--- src/sv/hsv_pkg.sv ---
`timescale 1ns / 1ps
`default_nettype none
package hsv_pkg;

  // Saturation is always a 16-bit fraction of full scale.
  localparam int SAT_BITS = 16;

  // Hue sector offsets, in units of dist (a full turn is six sectors).
  localparam int SECTOR_GREEN = 2;
  localparam int SECTOR_BLUE  = 4;
  localparam int SECTORS      = 6;

endpackage
`default_nettype wire

--- src/sv/hsv_if.sv ---
`timescale 1ns / 1ps
`default_nettype none
interface hsv_in_if #(
  parameter int COMPONENT_BITS = 8
) ();
  logic                      valid;
  logic                      ready;
  logic [COMPONENT_BITS-1:0] red;
  logic [COMPONENT_BITS-1:0] green;
  logic [COMPONENT_BITS-1:0] blue;

  modport source (output valid, output red, output green, output blue, input ready);
  modport sink   (input valid, input red, input green, input blue, output ready);
endinterface

interface hsv_out_if #(
  parameter int COMPONENT_BITS = 8,
  parameter int HUE_BITS       = 16
) ();
  logic                      valid;
  logic                      ready;
  logic [HUE_BITS-1:0]       hue;
  logic [15:0]               saturation;
  logic [COMPONENT_BITS-1:0] brightness;

  modport source (output valid, output hue, output saturation, output brightness,
                  input ready);
  modport sink   (input valid, input hue, input saturation, input brightness,
                  output ready);
endinterface
`default_nettype wire

--- src/sv/hsv_prep.sv ---
`timescale 1ns / 1ps
`default_nettype none
module hsv_prep import hsv_pkg::*; #(
  parameter int CB    = 8,
  parameter int HB    = 16,
  parameter int STEPS = 16
) (
  input  logic              clk,
  input  logic              rst_n,
  input  logic              en,
  input  logic              in_valid,
  input  logic [CB-1:0]     red,
  input  logic [CB-1:0]     green,
  input  logic [CB-1:0]     blue,
  output logic              out_valid,
  output logic [CB-1:0]     out_bright,
  output logic [CB-1:0]     out_sat_rem,
  output logic [CB-1:0]     out_sat_div,
  output logic [STEPS-1:0]  out_sat_word,
  output logic [CB+2:0]     out_hue_rem,
  output logic [CB+2:0]     out_hue_div,
  output logic [STEPS-1:0]  out_hue_word
);

  localparam int HW = CB + 3;

  logic [CB-1:0]       mx, mn, spread;
  logic [HW-1:0]       dist_w, d6, num;
  logic [CB+STEPS-1:0] sat_dvd;
  logic [HW+STEPS-1:0] hue_dvd;

  logic                valid_r;
  logic [CB-1:0]       bright_r, sat_rem_r, sat_div_r;
  logic [STEPS-1:0]    sat_word_r, hue_word_r;
  logic [HW-1:0]       hue_rem_r, hue_div_r;

  always_comb begin
    mx = red;
    mn = red;
    if (green > mx) mx = green;
    if (blue > mx)  mx = blue;
    if (green < mn) mn = green;
    if (blue < mn)  mn = blue;
    spread = mx - mn;
    dist_w = HW'(spread);
    d6     = (dist_w << 2) + (dist_w << 1);
    // Numerator over 6*spread; ties on the max go red, then green.
    if (red == mx) begin
      if (green >= blue) num = HW'(green) - HW'(blue);
      else               num = d6 - (HW'(blue) - HW'(green));
    end else if (green == mx) begin
      num = HW'(SECTOR_GREEN) * dist_w + HW'(blue) - HW'(red);
    end else begin
      num = HW'(SECTOR_BLUE) * dist_w + HW'(red) - HW'(green);
    end
    // spread * 65535 = (spread << 16) - spread
    sat_dvd = (CB'(0) + (CB+STEPS)'(spread) << SAT_BITS) - (CB+STEPS)'(spread);
    hue_dvd = (HW+STEPS)'(num) << HB;
  end

  always_ff @(posedge clk) begin
    if (!rst_n) begin
      valid_r <= 1'b0;
    end else if (en) begin
      valid_r <= in_valid;
    end
  end

  always_ff @(posedge clk) begin
    if (en) begin
      bright_r   <= mx;
      sat_rem_r  <= sat_dvd[CB+STEPS-1:STEPS];
      sat_word_r <= sat_dvd[STEPS-1:0];
      sat_div_r  <= (mx == '0) ? CB'(1) : mx;
      hue_rem_r  <= hue_dvd[HW+STEPS-1:STEPS];
      hue_word_r <= hue_dvd[STEPS-1:0];
      hue_div_r  <= (spread == '0) ? HW'(1) : d6;
    end
  end

  assign out_valid    = valid_r;
  assign out_bright   = bright_r;
  assign out_sat_rem  = sat_rem_r;
  assign out_sat_div  = sat_div_r;
  assign out_sat_word = sat_word_r;
  assign out_hue_rem  = hue_rem_r;
  assign out_hue_div  = hue_div_r;
  assign out_hue_word = hue_word_r;

endmodule
`default_nettype wire

--- src/sv/hsv_cell.sv ---
`timescale 1ns / 1ps
`default_nettype none
// One restoring-division step for both the saturation and the hue quotient.
module hsv_cell #(
  parameter int CB    = 8,
  parameter int STEPS = 16
) (
  input  logic              clk,
  input  logic              rst_n,
  input  logic              en,
  input  logic              in_valid,
  input  logic [CB-1:0]     in_bright,
  input  logic [CB-1:0]     in_sat_rem,
  input  logic [CB-1:0]     in_sat_div,
  input  logic [STEPS-1:0]  in_sat_word,
  input  logic [CB+2:0]     in_hue_rem,
  input  logic [CB+2:0]     in_hue_div,
  input  logic [STEPS-1:0]  in_hue_word,
  output logic              out_valid,
  output logic [CB-1:0]     out_bright,
  output logic [CB-1:0]     out_sat_rem,
  output logic [CB-1:0]     out_sat_div,
  output logic [STEPS-1:0]  out_sat_word,
  output logic [CB+2:0]     out_hue_rem,
  output logic [CB+2:0]     out_hue_div,
  output logic [STEPS-1:0]  out_hue_word
);

  localparam int HW = CB + 3;

  logic [CB:0]      sat_t, sat_d;
  logic [HW:0]      hue_t, hue_d;
  logic             sat_q, hue_q;
  logic [CB-1:0]    sat_rem_nxt;
  logic [HW-1:0]    hue_rem_nxt;

  logic             valid_r;
  logic [CB-1:0]    bright_r, sat_rem_r, sat_div_r;
  logic [STEPS-1:0] sat_word_r, hue_word_r;
  logic [HW-1:0]    hue_rem_r, hue_div_r;

  always_comb begin
    // remainder stays below the divisor, so the trial value fits one extra bit
    sat_t = {in_sat_rem, in_sat_word[STEPS-1]};
    sat_d = {1'b0, in_sat_div};
    sat_q = (sat_t >= sat_d);
    sat_rem_nxt = sat_q ? CB'(sat_t - sat_d) : sat_t[CB-1:0];

    hue_t = {in_hue_rem, in_hue_word[STEPS-1]};
    hue_d = {1'b0, in_hue_div};
    hue_q = (hue_t >= hue_d);
    hue_rem_nxt = hue_q ? HW'(hue_t - hue_d) : hue_t[HW-1:0];
  end

  always_ff @(posedge clk) begin
    if (!rst_n) begin
      valid_r <= 1'b0;
    end else if (en) begin
      valid_r <= in_valid;
    end
  end

  always_ff @(posedge clk) begin
    if (en) begin
      bright_r   <= in_bright;
      sat_rem_r  <= sat_rem_nxt;
      sat_div_r  <= in_sat_div;
      sat_word_r <= {in_sat_word[STEPS-2:0], sat_q};
      hue_rem_r  <= hue_rem_nxt;
      hue_div_r  <= in_hue_div;
      hue_word_r <= {in_hue_word[STEPS-2:0], hue_q};
    end
  end

  assign out_valid    = valid_r;
  assign out_bright   = bright_r;
  assign out_sat_rem  = sat_rem_r;
  assign out_sat_div  = sat_div_r;
  assign out_sat_word = sat_word_r;
  assign out_hue_rem  = hue_rem_r;
  assign out_hue_div  = hue_div_r;
  assign out_hue_word = hue_word_r;

endmodule
`default_nettype wire

--- src/sv/rgb_to_hsv_converter.sv ---
`timescale 1ns / 1ps
`default_nettype none
// RGB to HSV pixel converter. Takes one pixel transaction per clock unless
// stalled and returns hue (fraction of a turn scaled by 2^HUE_BITS, floored),
// saturation (floor(dist*65535/max)) and brightness (max component). With
// STEPS = max(16, HUE_BITS), one front stage finds max/min and the
// division operands, then a chain of STEPS identical cells
// each produces one quotient bit of both divisions. The last cell is the
// output register. The whole pipe advances whenever the output is empty or
// being taken, so with out_px.ready held high a pixel enters every cycle.
// Black and grey pixels give zero hue and zero saturation; ties for the
// maximum resolve red first, then green.
module rgb_to_hsv_converter import hsv_pkg::*; #(
  parameter int COMPONENT_BITS = 8,
  parameter int HUE_BITS       = 16
) (
  input logic        clk,
  input logic        rst_n,
  hsv_in_if.sink     in_px,
  hsv_out_if.source  out_px
);

  localparam int CB    = COMPONENT_BITS;
  localparam int HW    = CB + 3;
  localparam int STEPS = (HUE_BITS > SAT_BITS) ? HUE_BITS : SAT_BITS;

  // stage 0 is the front stage output, stage STEPS the output register
  logic             valid    [STEPS+1];
  logic [CB-1:0]    bright   [STEPS+1];
  logic [CB-1:0]    sat_rem  [STEPS+1];
  logic [CB-1:0]    sat_div  [STEPS+1];
  logic [STEPS-1:0] sat_word [STEPS+1];
  logic [HW-1:0]    hue_rem  [STEPS+1];
  logic [HW-1:0]    hue_div  [STEPS+1];
  logic [STEPS-1:0] hue_word [STEPS+1];

  logic advance;

  // global stall: hold everything while a result waits at the output
  assign advance     = out_px.ready || !valid[STEPS];
  assign in_px.ready = advance;

  hsv_prep #(
    .CB    (CB),
    .HB    (HUE_BITS),
    .STEPS (STEPS)
  ) u_prep (
    .clk          (clk),
    .rst_n        (rst_n),
    .en           (advance),
    .in_valid     (in_px.valid),
    .red          (in_px.red),
    .green        (in_px.green),
    .blue         (in_px.blue),
    .out_valid    (valid[0]),
    .out_bright   (bright[0]),
    .out_sat_rem  (sat_rem[0]),
    .out_sat_div  (sat_div[0]),
    .out_sat_word (sat_word[0]),
    .out_hue_rem  (hue_rem[0]),
    .out_hue_div  (hue_div[0]),
    .out_hue_word (hue_word[0])
  );

  for (genvar i = 0; i < STEPS; i++) begin : g_cell
    hsv_cell #(
      .CB    (CB),
      .STEPS (STEPS)
    ) u_cell (
      .clk          (clk),
      .rst_n        (rst_n),
      .en           (advance),
      .in_valid     (valid[i]),
      .in_bright    (bright[i]),
      .in_sat_rem   (sat_rem[i]),
      .in_sat_div   (sat_div[i]),
      .in_sat_word  (sat_word[i]),
      .in_hue_rem   (hue_rem[i]),
      .in_hue_div   (hue_div[i]),
      .in_hue_word  (hue_word[i]),
      .out_valid    (valid[i+1]),
      .out_bright   (bright[i+1]),
      .out_sat_rem  (sat_rem[i+1]),
      .out_sat_div  (sat_div[i+1]),
      .out_sat_word (sat_word[i+1]),
      .out_hue_rem  (hue_rem[i+1]),
      .out_hue_div  (hue_div[i+1]),
      .out_hue_word (hue_word[i+1])
    );
  end

  // quotient words hold the full results after the last cell; the upper
  // bits are zero since both quotients stay below their full scale
  assign out_px.valid      = valid[STEPS];
  assign out_px.hue        = hue_word[STEPS][HUE_BITS-1:0];
  assign out_px.saturation = sat_word[STEPS][SAT_BITS-1:0];
  assign out_px.brightness = bright[STEPS];

endmodule
`default_nettype wire

--- src/flat_wrapper.sv ---
// flat-port wrapper written by rule: the top's interface ports become plain ports
module rgb_to_hsv_converter_flat import hsv_pkg::*;
#(
  parameter int COMPONENT_BITS = 8,
  parameter int HUE_BITS       = 16
)
  (clk, rst_n, in_px_valid, in_px_red, in_px_green, in_px_blue, in_px_ready, out_px_valid, out_px_hue, out_px_saturation, out_px_brightness, out_px_ready);
  hsv_in_if #(.COMPONENT_BITS(COMPONENT_BITS)) in_px_i ();
  hsv_out_if #(.COMPONENT_BITS(COMPONENT_BITS), .HUE_BITS(HUE_BITS)) out_px_i ();
  input logic clk;
  input logic rst_n;
  input wire logic [$bits(in_px_i.valid)-1:0] in_px_valid;
  input wire logic [$bits(in_px_i.red)-1:0] in_px_red;
  input wire logic [$bits(in_px_i.green)-1:0] in_px_green;
  input wire logic [$bits(in_px_i.blue)-1:0] in_px_blue;
  output wire logic [$bits(in_px_i.ready)-1:0] in_px_ready;
  output wire logic [$bits(out_px_i.valid)-1:0] out_px_valid;
  output wire logic [$bits(out_px_i.hue)-1:0] out_px_hue;
  output wire logic [$bits(out_px_i.saturation)-1:0] out_px_saturation;
  output wire logic [$bits(out_px_i.brightness)-1:0] out_px_brightness;
  input wire logic [$bits(out_px_i.ready)-1:0] out_px_ready;
  assign in_px_i.valid = in_px_valid;
  assign in_px_i.red = in_px_red;
  assign in_px_i.green = in_px_green;
  assign in_px_i.blue = in_px_blue;
  assign in_px_ready = in_px_i.ready;
  assign out_px_valid = out_px_i.valid;
  assign out_px_hue = out_px_i.hue;
  assign out_px_saturation = out_px_i.saturation;
  assign out_px_brightness = out_px_i.brightness;
  assign out_px_i.ready = out_px_ready;
  rgb_to_hsv_converter #(.COMPONENT_BITS(COMPONENT_BITS), .HUE_BITS(HUE_BITS)) u_core (.clk(clk), .rst_n(rst_n), .in_px(in_px_i), .out_px(out_px_i));
endmodule
--- config.mk ---
export PLATFORM = sky130hd
export DESIGN_NAME = rgb_to_hsv_converter_flat
export DESIGN_NICKNAME = d
export VERILOG_FILES = /design/src/sv/hsv_pkg.sv /design/src/sv/hsv_if.sv /design/src/sv/hsv_prep.sv /design/src/sv/hsv_cell.sv /design/src/sv/rgb_to_hsv_converter.sv /design/src/flat_wrapper.sv
export SDC_FILE = /design/constraint.sdc
export NUM_CORES = 2
export LEC_CHECK = 0
export ABC_CLOCK_PERIOD_IN_PS = 40100
export CORE_MARGIN = 1
export CORE_UTILIZATION = 58
export CTS_BUF_LIST = sky130_fd_sc_hd__clkbuf_4 sky130_fd_sc_hd__clkbuf_8
export DETAILED_ROUTE_END_ITERATION = 6
export DONT_BUFFER_PORTS = 1
export PLACE_DENSITY = 0.84
export SYNTH_ARGS = -nofsm -noshare
export SYNTH_HDL_FRONTEND = slang
export SYNTH_SLANG_ARGS = --single-unit
--- constraint.sdc ---
create_clock -name clk -period 40.1 [get_ports clk]
set_input_delay 0 -clock clk [delete_from_list [all_inputs] [get_ports clk]]
set_output_delay 0 -clock clk [all_outputs]
set_load 0.1 [all_outputs]
==> results.cfg <==
[clock_network]
clock_path_buffers = 3
cts_inserted_buffers = 175
clock_latency_ns = 0.82
post_cts_buffers = 0
cts_tree = done
clockRootBuffer = clkbuf_8
clkTransAtPathRegs_ns = 0.07
htreeDepth = 4
cts.sinks = 1165

[sta]
fin_tns_setup_ns = 0
grt_setup_unrepaired = false
slew_headroom = 0.121
fmax_mhz = 108
min_period_over_period = 0.232
worst_pin_slew_ns = 1.32
fin_skew_ns = 0.0475
finalHoldViolCount = 0
slew_viol_final = 0
setup_viol = 0
period_needed_ns = 9.29

[synth]
synth_ff_type = edfxtp_1
syn_area_um2 = 54800
synth.avg_cell_area_um2 = 13.1
synth-seq-area-share = 0.635
yosysUniqueCellTypes = 84
async_flop_share = 0
synth_edf_count = 1148
ys_seq_elements = 1165
synth_warnings = 0
synth_nets = 4660
syn_inst = 4188

[place]
io_buffers = 0
dpl.hpwl_mm = 64.2
gp_congestion = 0.889

[floorplanning]
io_pins = 70
die_w_um = 309
die_area_um2 = 95800
start_util = 0.587
dieHeight_um = 309
rows = 112
core_area_um2 = 93500

[final_layout]
area_growth_pct = 9.86
ff_latch_area_um2 = 34800
layout_commonest_cell = edfxtp_1
fillers = 6417
nNetsFinal = 4835
drive_gt1_frac = 0.0731
multi_input_area_um2 = 17800
final_cell_mix = 1148 x edfxtp_1, 506 x inv_1, 394 x ha_1

[global_route]
track_usage = 0.195
grt_pass1_wl_mm = 149
grt_pass1_vias = 31700
gr-total-overflow = 0
grt_max_degree = 194
antenna_found_initial = 1

[drt]
firstDrtPassIters = 5
wl_mm = 92.3
post-route-drc-count = 0
wl_per_cell_um = 16.0
drt-vias-per-instance = 5.40
antenna_left = 0
vias = 31100
drt_iter0_markers = 1766

[setup_path]
crit_top_cell = a21oi_1
rrSetupSlack_ns = 33.41
r2r_cells = 8
regToRegEndpoint = u_core.g_cell[5].u_cell.out_sat_word[6]$_DFFE_PP_
reg2reg_from = u_core.g_cell[15].u_cell.out_valid$_SDFFE_PN0P_
crit_type = input port to flop
critPathArrivalTime_ns = 9.85
crit_required_ns = 40.67
crit_path_max_fanout = 9
cpPeakStageDelay_ns = 0.63
slowest_stage = dlygate4sd3_1
cp-start-kind = input port
worstSetupEndpointType = flop

[status]
status = finished, final reports clean

[worst_hold_path]
worstHoldStart = in_px_blue[7]
min_to = u_core.u_prep.out_sat_rem[7]$_DFFE_PP_
hp-class = input port to flop
hold_depth = 4

[flow_run]
drv_cap = 0
final cells by class:
| cell class | count | share of cell area |
|---|---|---|
| diodes | 2 | 0.0000831 |
| inverters | 509 | 0.0318 |
| flip-flops and latches | 1165 | 0.578 |
| well taps | 1254 | 0.0261 |
| clock inverters | 89 | 0.0107 |
| clock buffers | 227 | 0.0468 |
| multi-input cells | 2443 | 0.295 |
| repair buffers | 69 | 0.0110 |
Yosys cell counts, types with 32 or more instances:
master    number  area share
o31ai_1      121       0.017
nor2b_1       92       0.010
a21o_1        82       0.011
edfxtp_1    1148        0.63
nand4_1       72      0.0082
o211a_1       35      0.0064
a21oi_1      105      0.0096
inv_1        506       0.035
a21boi_0      32      0.0044
fa_1          50       0.018
xnor2_1       93       0.015
nand2_1      333       0.023
nand2b_1     118       0.013
nor2_1       203       0.014
xor2_1        70       0.011
ha_1         394       0.090
clkbuf_1      58      0.0040
o21ai_0      360       0.033
and2_1       101       0.012
how the worst max path moves through the flow:
stage / cells after the start / from / slack [ns] / endpoint
final: 38 / in_px_red[3] / 30.81 / u_core.u_prep.out_hue_rem[7]$_DFFE_PP_
after global routing: 39 / in_px_red[3] / 30.26 / u_core.u_prep.out_hue_rem[7]$_DFFE_PP_
after CTS: 38 / in_px_red[3] / 31.06 / u_core.u_prep.out_hue_rem[7]$_DFFE_PP_
after detailed placement: 35 / in_px_green[1] / 31.65 / u_core.u_prep.out_hue_rem[10]$_DFFE_PP_
after global placement: 32 / in_px_green[1] / 31.68 / u_core.u_prep.out_hue_rem[10]$_DFFE_PP_
after floorplan: 4 / u_core.g_cell[15].u_cell.out_valid$_SDFFE_PN0P_ / 5.16 / u_core.g_cell[0].u_cell.out_bright[0]$_DFFE_PP_
sequential cells by signal, indices dropped and copies added (netlist names), 16 cells and up:
| signal | cells |
|---|---|
| u_core.g_cell.u_cell.out_sat_rem | 120 |
| u_core.g_cell.u_cell.out_hue_div | 165 |
| u_core.g_cell.u_cell.out_bright | 128 |
| u_core.g_cell.u_cell.out_valid | 16 |
| u_core.g_cell.u_cell.out_sat_word | 253 |
| u_core.g_cell.u_cell.out_sat_div | 120 |
| u_core.g_cell.u_cell.out_hue_rem | 165 |
| u_core.g_cell.u_cell.out_hue_word | 136 |
metal layers:
metal / routed length, um / track usage
met3: 3310 / 0.0363
met2: 50300 / 0.375
met4: 3030 / 0.0855
met5: 0 / 0
met1: 35600 / 0.204
repair_timing:
action,in CTS,in global routing
setup endpoints to repair,0,0
endpoints found under the hold margin,44,0
hold buffers,47,0
resized for setup,0,0
cell families (layout without fill, tap and decap cells):
family,after synthesis,in the layout,synth area share
AO/OA/AOI/OAI,832,832,0.0968
XOR/XNOR,168,168,0.0276
adder cells (fa/ha/maj),446,446,0.109
buffers and inverters,580,894,0.0404
flip-flops,1165,1165,0.635
multiplexers,14,14,0.00260
other,0,2,0
AND/OR/NAND/NOR,983,983,0.0890
critical path, delay by kind of cell:
| family | cells | cell delay [ns] |
|---|---|---|
| compound gates | 16 | 3.87 |
| xor+xnor | 3 | 0.41 |
| fa+ha+maj | 5 | 1.39 |
| simple gates | 6 | 1.31 |
| buf+inv | 8 | 2.85 |
stage by stage:
| step | worst slack, ns | hold slack, ns | utilization | cells | area (um^2) |
|---|---|---|---|---|---|
| 2_1_floorplan | 5.16 | 0.147 | - | 4188 | 54800 |
| 6_report | 30.81 | 0.0799 | 0.644 | 5758 | 60200 |
| 4_1_cts | 31.06 | 0.00457 | 0.644 | 5754 | 60200 |
| 5_1_grt | 30.26 | 0.0521 | 0.644 | 5757 | 60200 |
| 3_5_place_dp | 31.65 | 0.128 | 0.602 | 5391 | 56300 |
| 3_3_place_gp | 31.68 | 0.127 | 0.602 | 5391 | 56300 |
Power is not shown: default switching activity piles up to over one toggle a cycle in this logic, so the estimate is an artifact.
